`config.mk`:
```
export PLATFORM = sky130hd
export DESIGN_NAME = sn2d_queue
export DESIGN_NICKNAME = d
export VERILOG_FILES = /design/src/rtl/sn2d_pkg.sv /design/src/rtl/sn2d_queue.sv
export SDC_FILE = /design/constraint.sdc
export NUM_CORES = 1
export LEC_CHECK = 0
export BUFFER_PORTS_ARGS = -buffer_cell sky130_fd_sc_hd__buf_2
export CAP_MARGIN = 20
export CORE_MARGIN = 10
export CORE_UTILIZATION = 30
export DETAILED_ROUTE_END_ITERATION = 8
export GPL_ROUTABILITY_DRIVEN = 0
export PLACE_DENSITY = 0.51
export SETUP_SLACK_MARGIN = 0.3
export SLEW_MARGIN = 20
export SYNTH_ARGS = -nofsm -noshare
export SYNTH_HDL_FRONTEND = slang
export SYNTH_SLANG_ARGS = --single-unit
```
`constraint.sdc`:
```
create_clock -name clk -period 21.5 [get_ports clk]
set_clock_uncertainty 0.1 [all_clocks]
set_input_delay 4.3 -clock clk [delete_from_list [all_inputs] [get_ports clk]]
set_output_delay 4.3 -clock clk [all_outputs]
set_load 0.01 [all_outputs]
```
`src/rtl/sn2d_pkg.sv`:
```
`timescale 1ns / 1ps
`default_nettype none
// ----------------------------------------------------------------------------
// sn2d_pkg
// Shared types, constants and tables for the 2D simplex noise block.
// ----------------------------------------------------------------------------
package sn2d_pkg;

    localparam int COORD_FRAC_BITS_DEF = 16;
    localparam int OUT_FRAC_BITS_DEF   = 14;

    // working format fraction bits
    localparam int WF = 24;

    localparam int OFS_W   = 26;
    localparam int W_W     = 27;
    localparam int G_W     = 30;
    localparam int Q_DEPTH = 4;

    localparam logic [63:0] HASH_K = 64'd6026932503003350773;
    localparam logic [63:0] LAT_X  = 64'd5910200641878280303;
    localparam logic [63:0] LAT_Y  = 64'd6452764530575939509;

    localparam logic signed [32:0] SKEW_Q32 = 33'sd1572067139;
    localparam logic signed [23:0] UNSK_W   = -24'sd3545443;
    localparam logic signed [24:0] RSQ_W    = 25'sd11184811;
    localparam logic signed [26:0] A1T_W    = -27'sd52927092;

    typedef logic signed [2:0]       delta_t;
    typedef logic signed [OFS_W-1:0] ofs_t;
    typedef logic signed [W_W-1:0]   wgt_t;
    typedef logic signed [G_W-1:0]   grad_t;

    localparam ofs_t OFS_UNSK = -26'sd3545443;
    localparam ofs_t OFS_DIAG = 26'sd9686330;
    localparam ofs_t OFS_U3P2 = 26'sd22918103;
    localparam ofs_t OFS_U3P1 = 26'sd6140887;
    localparam ofs_t OFS_UP1  = 26'sd13231773;

    // one classified sample: lattice products and four vertex jobs
    typedef struct packed {
        logic [63:0]  lx;
        logic [63:0]  ly;
        delta_t [3:0] dx;
        delta_t [3:0] dy;
        ofs_t [3:0]   vx;
        ofs_t [3:0]   vy;
        wgt_t [3:0]   w;
    } vtx_job_t;

    localparam grad_t GA = 30'sd117120010;
    localparam grad_t GB = 30'sd282752717;
    localparam grad_t GC = 30'sd39947454;
    localparam grad_t GD = 30'sd186311031;
    localparam grad_t GE = 30'sd242805263;
    localparam grad_t GF = 30'sd303431041;

    localparam grad_t GTAB [48] = '{
        GA, GB,   GB, GA,   GB, -GA,  GA, -GB,
        -GA, -GB, -GB, -GA, -GB, GA,  -GA, GB,
        GC, GF,   GD, GE,   GE, GD,   GF, GC,
        GF, -GC,  GE, -GD,  GD, -GE,  GC, -GF,
        -GC, -GF, -GD, -GE, -GE, -GD, -GF, -GC,
        -GF, GC,  -GE, GD,  -GD, GE,  -GC, GF
    };

    // remainder by 24 of a 7-bit value
    function automatic logic [4:0] mod24(input logic [6:0] v);
        logic [6:0] a;
        logic [6:0] b;
        logic [6:0] c;
        a = (v >= 7'd96) ? v - 7'd96 : v;
        b = (a >= 7'd48) ? a - 7'd48 : a;
        c = (b >= 7'd24) ? b - 7'd24 : b;
        return c[4:0];
    endfunction

endpackage
`default_nettype wire

```
`src/rtl/sn2d_queue.sv`:
```
`timescale 1ns / 1ps
`default_nettype none
// ----------------------------------------------------------------------------
// sn2d_queue
// Short queue of vertex jobs between the front and back pipelines.
// ----------------------------------------------------------------------------
module sn2d_queue (
    input  logic               clk,
    input  logic               rst_n,
    input  logic               push,
    input  sn2d_pkg::vtx_job_t wr_data,
    output logic               full,
    output logic               rd_valid,
    output sn2d_pkg::vtx_job_t rd_data,
    input  logic               pop
);
    import sn2d_pkg::*;

    localparam int PW = $clog2(Q_DEPTH);

    vtx_job_t      entry_reg [Q_DEPTH];
    logic [PW-1:0] wr_ptr_reg, rd_ptr_reg;
    logic [PW:0]   count_reg;
    logic          do_push;
    logic          do_pop;

    assign full     = count_reg == (PW+1)'(Q_DEPTH);
    assign rd_valid = count_reg != '0;
    assign rd_data  = entry_reg[rd_ptr_reg];
    assign do_push  = push && !full;
    assign do_pop   = pop && rd_valid;

    always_ff @(posedge clk or negedge rst_n)
    begin
        if (!rst_n)
        begin
            wr_ptr_reg <= '0;
            rd_ptr_reg <= '0;
            count_reg  <= '0;
        end
        else
        begin
            if (do_push)
            begin
                wr_ptr_reg <= wr_ptr_reg + 1'b1;
            end
            if (do_pop)
            begin
                rd_ptr_reg <= rd_ptr_reg + 1'b1;
            end
            if (do_push && !do_pop)
            begin
                count_reg <= count_reg + 1'b1;
            end
            else if (do_pop && !do_push)
            begin
                count_reg <= count_reg - 1'b1;
            end
        end
    end

    always_ff @(posedge clk)
    begin
        if (do_push)
        begin
            entry_reg[wr_ptr_reg] <= wr_data;
        end
    end

endmodule
`default_nettype wire

```
==> results of run 1 <==
power by group through the flow:
stage | registers [uW] | clock network (uW) | logic [uW]
global placement | 5070 | 0 | 3610
global route | 5070 | 3480 | 3740
detailed placement | 5090 | 0 | 3600
CTS | 5020 | 3340 | 3610
floorplan | 5410 | 0 | 2120
finish | 5010 | 3240 | 3480
cell families (layout without fill, tap and decap cells):
| logic type | Yosys count | count (layout) | synth area share |
|---|---|---|---|
| xor gates and xnor gates | 6 | 6 | 0.000774 |
| adders and majority gates | 6 | 6 | 0.00122 |
| buffers and inverters | 108 | 1338 | 0.0110 |
| DFF | 1879 | 1879 | 0.831 |
| muxes | 470 | 470 | 0.156 |
| other | 0 | 36 | 0 |
| and+or+nand+nor | 10 | 10 | 0.000848 |
worst max-delay path, cell delays in order, from the launching register on:
cell and delay, ns:
sky130_fd_sc_hd__dfrtp_4 0.82, sky130_fd_sc_hd__buf_12 0.54, sky130_fd_sc_hd__buf_4 0.85, sky130_fd_sc_hd__buf_4 0.83
sky130_fd_sc_hd__buf_4 0.62, sky130_fd_sc_hd__mux4_2 0.64, sky130_fd_sc_hd__buf_2 0.17
cells in the mapped netlist (all sizes together):
library cell  instances
mux4                468
clkbuf               12
dfrtp                 7
xnor2                 4
nand2                 1
inv                   3
mux2                  2
ha                    5
buf                  93
or3                   1
nor3b                 1
nor2                  1
fa                    1
nand3                 1
xor2                  2
edfxtp             1872
and2                  4
nor2b                 1
per-stage QoR:
| step | instances | total power [uW] | hold WS (ns) |
|---|---|---|---|
| 2_1_floorplan | 2479 | 7520 | 0.347 |
| 3_3_place_gp | 6346 | 8680 | 0.365 |
| 3_5_place_dp | 6346 | 8700 | 0.369 |
| 4_1_cts | 6701 | 12000 | 0.382 |
| 5_1_grt | 6718 | 12300 | 0.401 |
| 6_report | 6737 | 11700 | 0.378 |
cell type report:
cell class	count	area (sq um)
clock buffers	262	5260
multi-input cells	492	10800
flip-flops and latches	1879	56400
repair buffers	980	5150
diodes	36	90.1
well taps	2992	3740
fillers	20500	143000
clock inverters	93	900
inverters	3	11.3
routing by layer:
metal  track usage  vias to the layer above
li1              -                    13100
met1         0.162                    16200
met2         0.213                     1119
met3        0.0625                      460
met4        0.0453                      126
met5             0                        -
worst paths after layout:
path                                      startpoint                     endpoint  slack, ns  depth (start not counted)
max in group asynchronous                      rst_n    rd_ptr_reg[0]$_DFFE_PN0P_      17.85                          1
hold / removal              count_reg[2]$_DFFE_PN0P_     count_reg[2]$_DFFE_PN0P_       0.38                          1
setup reg to reg            count_reg[2]$_DFFE_PN0P_  entry_reg[2][288]$_DFFE_PP_      16.56                          6
min in group asynchronous                      rst_n    wr_ptr_reg[1]$_DFFE_PN0P_       3.22                          1
hold reg to reg             count_reg[2]$_DFFE_PN0P_     count_reg[2]$_DFFE_PN0P_       0.38                          1
setup / recovery           rd_ptr_reg[0]$_DFFE_PN0P_                 rd_data[178]      11.50                          6
==> impl_results.md, run 1 <==
- Vias per cell: roughly 4.6
- DRT antenna net count: 0
- Sequential cell area fraction in the yosys report: 0.831
- Flip-flop count of the largest register after layout: about 1900
- Status: finished clean
- Effective utilization at floorplan: 0.302
- Cell variety after synth: 20
- Worst VDD drop: approximately 0.1 mV
- Final core utilization: 0.366
- Sum of net half-perimeters after detailed placement: about 110000 microns
- Skew-Pair Late Insertion Delay: 0.81 ns
- GRT overflow: 0
- Dpl cell area: approximately 0.076 sq mm
- Kind of launch point of the worst setup path: flip-flop
- WP data arrival: about 5.6 ns
- Commonest cells after routing, fill and taps aside: sky130_fd_sc_hd__edfxtp_1, sky130_fd_sc_hd__buf_2, sky130_fd_sc_hd__mux4_2
- Die Width: a little under 500 microns
- Final setup violating endpoints: 0
- Post-DR wirelength/cell: ~25 microns
- Total wire length: around 170000 microns
- Number of register bits inferred by synthesis: 1879
- Core region area: around 0.22 sq mm
- Synthesized Nets: roughly 3000
- Clock-pin transition on the worst setup and hold timing paths: 0.06 ns
- Count of pins over their slew limit: 0
- Pin count of the biggest net entering global routing: between 100 and 150
- Final critical delay including setup and external delays: between 10 and 15 ns
- Cell area after layout: a little over 0.08 sq mm
- Number of instances resized during post-cts repair: 0
- Area of the die: 0.246 sq mm
- Worst relative slew slack: 0.222
- Uppermost layer routed: met5
- TritonRoute pass-1 iters: 5
- TritonCTS clock tree: done
- Unrepaired setup endpoints after global routing: no
- Synth Instances: around 2500
- Synth Warn #: 0
- Combinational cell fraction of total power: 0.296
- Switch Pwr: about 3600 uW
- Overall Global Routing Usage: 0.134
- Die height: just under 500 microns
- Clock power frac: 0.276
- Met1 wire length: roughly 66000 microns
- Type of the worst setup path: flip-flop to primary output
- Power per standard cell area: around 140 mW/mm^2
- Clock sink count: approximately 1900
- Library cell used as clock root buffer: sky130_fd_sc_hd__clkbuf_16
- Endpoint type of the worst setup path: primary output
- Critical path data required time: about 17 ns
- Final WS setup: roughly 11 ns
- Hold Path Class: flip-flop to flip-flop
- Mapped Avg Cell Area: around 27 sq um
- Pre-CTS worst setup slack: 12.02 ns
- First-pass GRT wire length: approximately 240000 microns
- Number of design rule violations left after detail routing: 0
- Total leakage power: around 0.027 uW
- Cell Rows: ~170
- Cell type contributing the most total cell area after synthesis: sky130_fd_sc_hd__edfxtp_1
- Fraction of power spent switching nets: 0.308
- Final period utilization: 0.465
- Fmax: roughly 0.10 GHz
- Via total after detailed routing: 31000
- Number of antenna violations at the first check in global routing: 148
- Share of post-route cells with drive strength above 1: 0.459
- Maximum level of the CTS H-tree: 4
- Hold violation total from the final report: 0
- Portion of total power attributed to sequential cells: 0.427
- Total of hold buffers inserted after clock tree synthesis: 0
- Total of max-cap violations: 0
- Aggregate negative setup slack: 0 ns
- Area share of the leading cell type in the synthesized netlist: 0.828
- Clock buffer count from CTS: 197
- Ranking of synthesized cells by area: sky130_fd_sc_hd__edfxtp_1, sky130_fd_sc_hd__mux4_2, sky130_fd_sc_hd__buf_6, sky130_fd_sc_hd__buf_2, sky130_fd_sc_hd__dfrtp_1
- Worst-Margin Slew: ~1.2 ns
- Final Net Count: 4031
- Area growth from synthesis to layout: 21.3%
- Number of buffers inserted by post-CTS setup repair: 0
- Commonest non-fill, non-tap cell in the layout: sky130_fd_sc_hd__edfxtp_1
- Post-synthesis instance area: 0.0679 sq mm
- Iteration-0 DRC count of the detailed router: around 2300
- Number of port buffers: around 940
- Met3 WL post-DR: 17700 microns
- Via count of the first global-routing pass: between 30000 and 40000
- I/O pin count: 942
- Amount of wire on met2 after detailed routing: about 80000 microns
- Internal cell power: between 8000 and 9000 uW
- Maximum count of clock buffers along a single path: 3
- Largest fanout on the critical path: between 80 and 90
Note: power is estimated with default switching activity, not from simulation.
==> run 2, diff against run 1 <==
clock period = 9.31 ns   (was 21.5 ns; I/O delays follow)
==> run 2 against run 1 <==
  * Register-to-register slack got worse by 11 ns
  * Total power grew 130%
  * Routed wire length shrank 0.18%
  * Sequential power up 130%
  * First-iteration DRC count rose by 1.5%
  * Final cell count rose by 0.40%
  * Critical path type unchanged
  * Worst setup slack worse by 7.8 ns
  * Critical path depth fell by 2
  * Combinational power increased by 130%
  * Sequential share of layout area is 0.20 points lower
  * Hold slack improved by 0.0043 ns
==> impl_results.md, run 2 (synthesized netlist as in run 1, its figures left out) <==
- Total leakage power: 0.0274 uW (+0.53%)
- Worst relative slew slack: 0.202 (-0.0199)
- Count of pins over their slew limit: 0 (unchanged)
- Skew-Pair Late Insertion Delay: 0.80 ns (about the same)
- Maximum level of the CTS H-tree: 4 (unchanged)
- Critical path data required time: 7.35 ns (-9.75 ns)
- TritonRoute pass-1 iters: 5 (unchanged)
- Power per standard cell area: 328 mW/mm^2 (+130%)
- Via count of the first global-routing pass: 32900 (+0.73%)
- Worst VDD drop: 0.221 mV (+120%)
- Iteration-0 DRC count of the detailed router: 2384 (+1.5%)
- Area growth from synthesis to layout: 21.6%
- Sum of net half-perimeters after detailed placement: 111000 microns (-0.11%)
- GRT overflow: 0 (unchanged)
- Clock buffer count from CTS: 198 (+0.51%)
- Number of antenna violations at the first check in global routing: 125 (-16%)
- Worst hold slack: 0.383 ns (+0.00435 ns)
- Area of the die: 0.246 sq mm (unchanged)
- Hold Path Class: flip-flop to flip-flop
- Commonest non-fill, non-tap cell in the layout: sky130_fd_sc_hd__edfxtp_1
- Overall Global Routing Usage: 0.134 (+0.000149)
- Die height: 496 microns (unchanged)
- Type of the worst setup path: flip-flop to primary output
- Storage element area: 0.0564 sq mm (unchanged)
- Crit path launch: rd_ptr_reg[0]$_DFFE_PN0P_
- Final setup violating endpoints: 0 (unchanged)
- Amount of wire on met2 after detailed routing: 79600 microns (-1.5%)
- Library cell used as clock root buffer: sky130_fd_sc_hd__clkbuf_16
- Pre-CTS worst setup slack: 4.13 ns (-7.89 ns)
- Total of max-cap violations: 0 (unchanged)
- Met3 WL post-DR: 17400 microns (-1.6%)
- Via total after detailed routing: 31100 (+0.55%)
- Uppermost layer routed: met5
- Total of hold buffers inserted after clock tree synthesis: 0 (unchanged)
- Min-Delay Startpoint: count_reg[2]$_DFFE_PN0P_
- Crit path cell chain: buf_12 > buf_12 > mux4_2 > buf_2
- Kind of launch point of the worst setup path: flip-flop
- Flip-flop count of the largest register after layout: 1872 (unchanged)
- Number of buffers inserted by post-CTS setup repair: 0 (unchanged)
- First-pass GRT wire length: 242000 microns (+0.28%)
- Clock-pin transition on the worst setup and hold timing paths: 0.06 ns (about the same)
- Post-DR wirelength/cell: 25.3 microns (-0.57%)
- Worst-Margin Slew: 1.20 ns (+0.0299 ns)
- Maximum count of clock buffers along a single path: 3 (unchanged)
- TritonCTS clock tree: done
- Pin count of the biggest net entering global routing: 144 (+14%)
- Status: finished clean
- Final critical delay including setup and external delays: roughly 5.6 ns
- Multi-input gate area in the final layout: 0.0108 sq mm (unchanged)
- Largest fanout on the critical path: 57 (-31%)
- WP data arrival: 3.67 ns (-1.93 ns)
- Effective utilization at floorplan: 0.302 (unchanged)
- Endpoint type of the worst setup path: primary output
- Share of post-route cells with drive strength above 1: 0.468 (+0.00891)
- Number of design rule violations left after detail routing: 0 (unchanged)
- Dpl cell area: 0.0763 sq mm (+0.24%)
- Final WS setup: 3.68 ns (-7.82 ns)
- Fill count: 20500 (-0.33%)
- R2r setup slk: 5.59 ns (-10.97 ns)
- Fmax: ~0.18 GHz
- Largest delay share family, worst path: buffers and inverters
- Cell occurring most often along the worst timing path: sky130_fd_sc_hd__buf_12
- DRT antenna net count: 0 (unchanged)
- Number of instances resized during post-cts repair: 0 (unchanged)
- CP peak stage delay: 0.96 ns (+0.11 ns)
- Sum of buffers and inverters on the critical path: 3 (-2)
- Reg2reg start: count_reg[2]$_DFFE_PN0P_
- Critical Path Slowest Stage Cell: sky130_fd_sc_hd__dfrtp_4
- Met1 wire length: 68100 microns (+2.9%)
- Vias per cell: 4.60 (+0.15%)
- Clock sink count: 1879 (unchanged)
- Cell Rows: 174 (unchanged)
- I/O pin count: 942 (unchanged)
- Unrepaired setup endpoints after global routing: no
- Die Width: 496 microns (unchanged)
- Final period utilization: 0.605
- Total wire length: 171000 microns (-0.18%)
- Number of port buffers: 941 (unchanged)
- Commonest cells after routing, fill and taps aside: sky130_fd_sc_hd__edfxtp_1, sky130_fd_sc_hd__buf_2, sky130_fd_sc_hd__mux4_2
- Core region area: 0.225 sq mm (unchanged)
- Final Net Count: 4046 (+0.37%)
- Hold violation total from the final report: 0 (unchanged)
- Cell area after layout: 0.0826 sq mm (+0.29%)
==> run 2: changes by cell type in the layout (fill, tap and decap cells not counted), sizes merged <==
cell	before	now
clkinvlp	6	10
clkinv	70	93
clkbuf	262	237
diode	36	46
inv	8	11
buf	980	994
bufinv	12	10
==> run 2: worst reg2reg max path, cell delays in order (launching register included) <==
cell and delay (ns):
sky130_fd_sc_hd__dfrtp_1 0.40, sky130_fd_sc_hd__nor3b_1 0.22, sky130_fd_sc_hd__nor2b_1 0.46, sky130_fd_sc_hd__and2_4 0.76, sky130_fd_sc_hd__buf_4 0.69, sky130_fd_sc_hd__buf_4 0.64
==> run 2: worst paths after layout <==
check,endpoint,cells past startpoint
worst max-delay path,rd_data[203],4
worst min-delay path,count_reg[2]$_DFFE_PN0P_,1
worst max register to register,entry_reg[3][72]$_DFFE_PP_,5
worst min register to register,count_reg[2]$_DFFE_PN0P_,1
max in group asynchronous,rd_ptr_reg[1]$_DFFE_PN0P_,1
min in group asynchronous,wr_ptr_reg[0]$_DFFE_PN0P_,1
==> run 2: per-stage QoR <==
step	cells	total power [uW]	TNS [ns]	utilization
2_1_floorplan	2479	17000	-2101.04	-
3_3_place_gp	6359	20100	0	0.339
3_5_place_dp	6359	20100	0	0.339
4_1_cts	6717	27700	0	0.366
5_1_grt	6736	28400	0	0.367
6_report	6764	27100	0	0.367
==> run 2: cell type report <==
| class | count | area share |
|---|---|---|
| Inverter | 3 | 0.000136 |
| Tap cell | 2992 | 0.0453 |
| Antenna cell | 46 | 0.00139 |
| Multi-Input combinational cell | 492 | 0.130 |
| Clock buffer | 237 | 0.0626 |
| Timing Repair Buffer | 994 | 0.0650 |
| Sequential cell | 1879 | 0.683 |
| Clock inverter | 121 | 0.0121 |
==> run 2: where the power goes <==
group / total (uW) / switching [uW] / internal, uW
combinational: 8100 / 4790 / 3310
sequential: 11600 / 386 / 11200
clock: 7440 / 3210 / 4230
total: 27100 / 8380 / 18700
==> run 2: per-layer routing <==
metal	vias up	track usage
met1	16400	0.169
met5	-	0
li1	13100	-
met2	1073	0.208
met3	407	0.0589
met4	94	0.0450
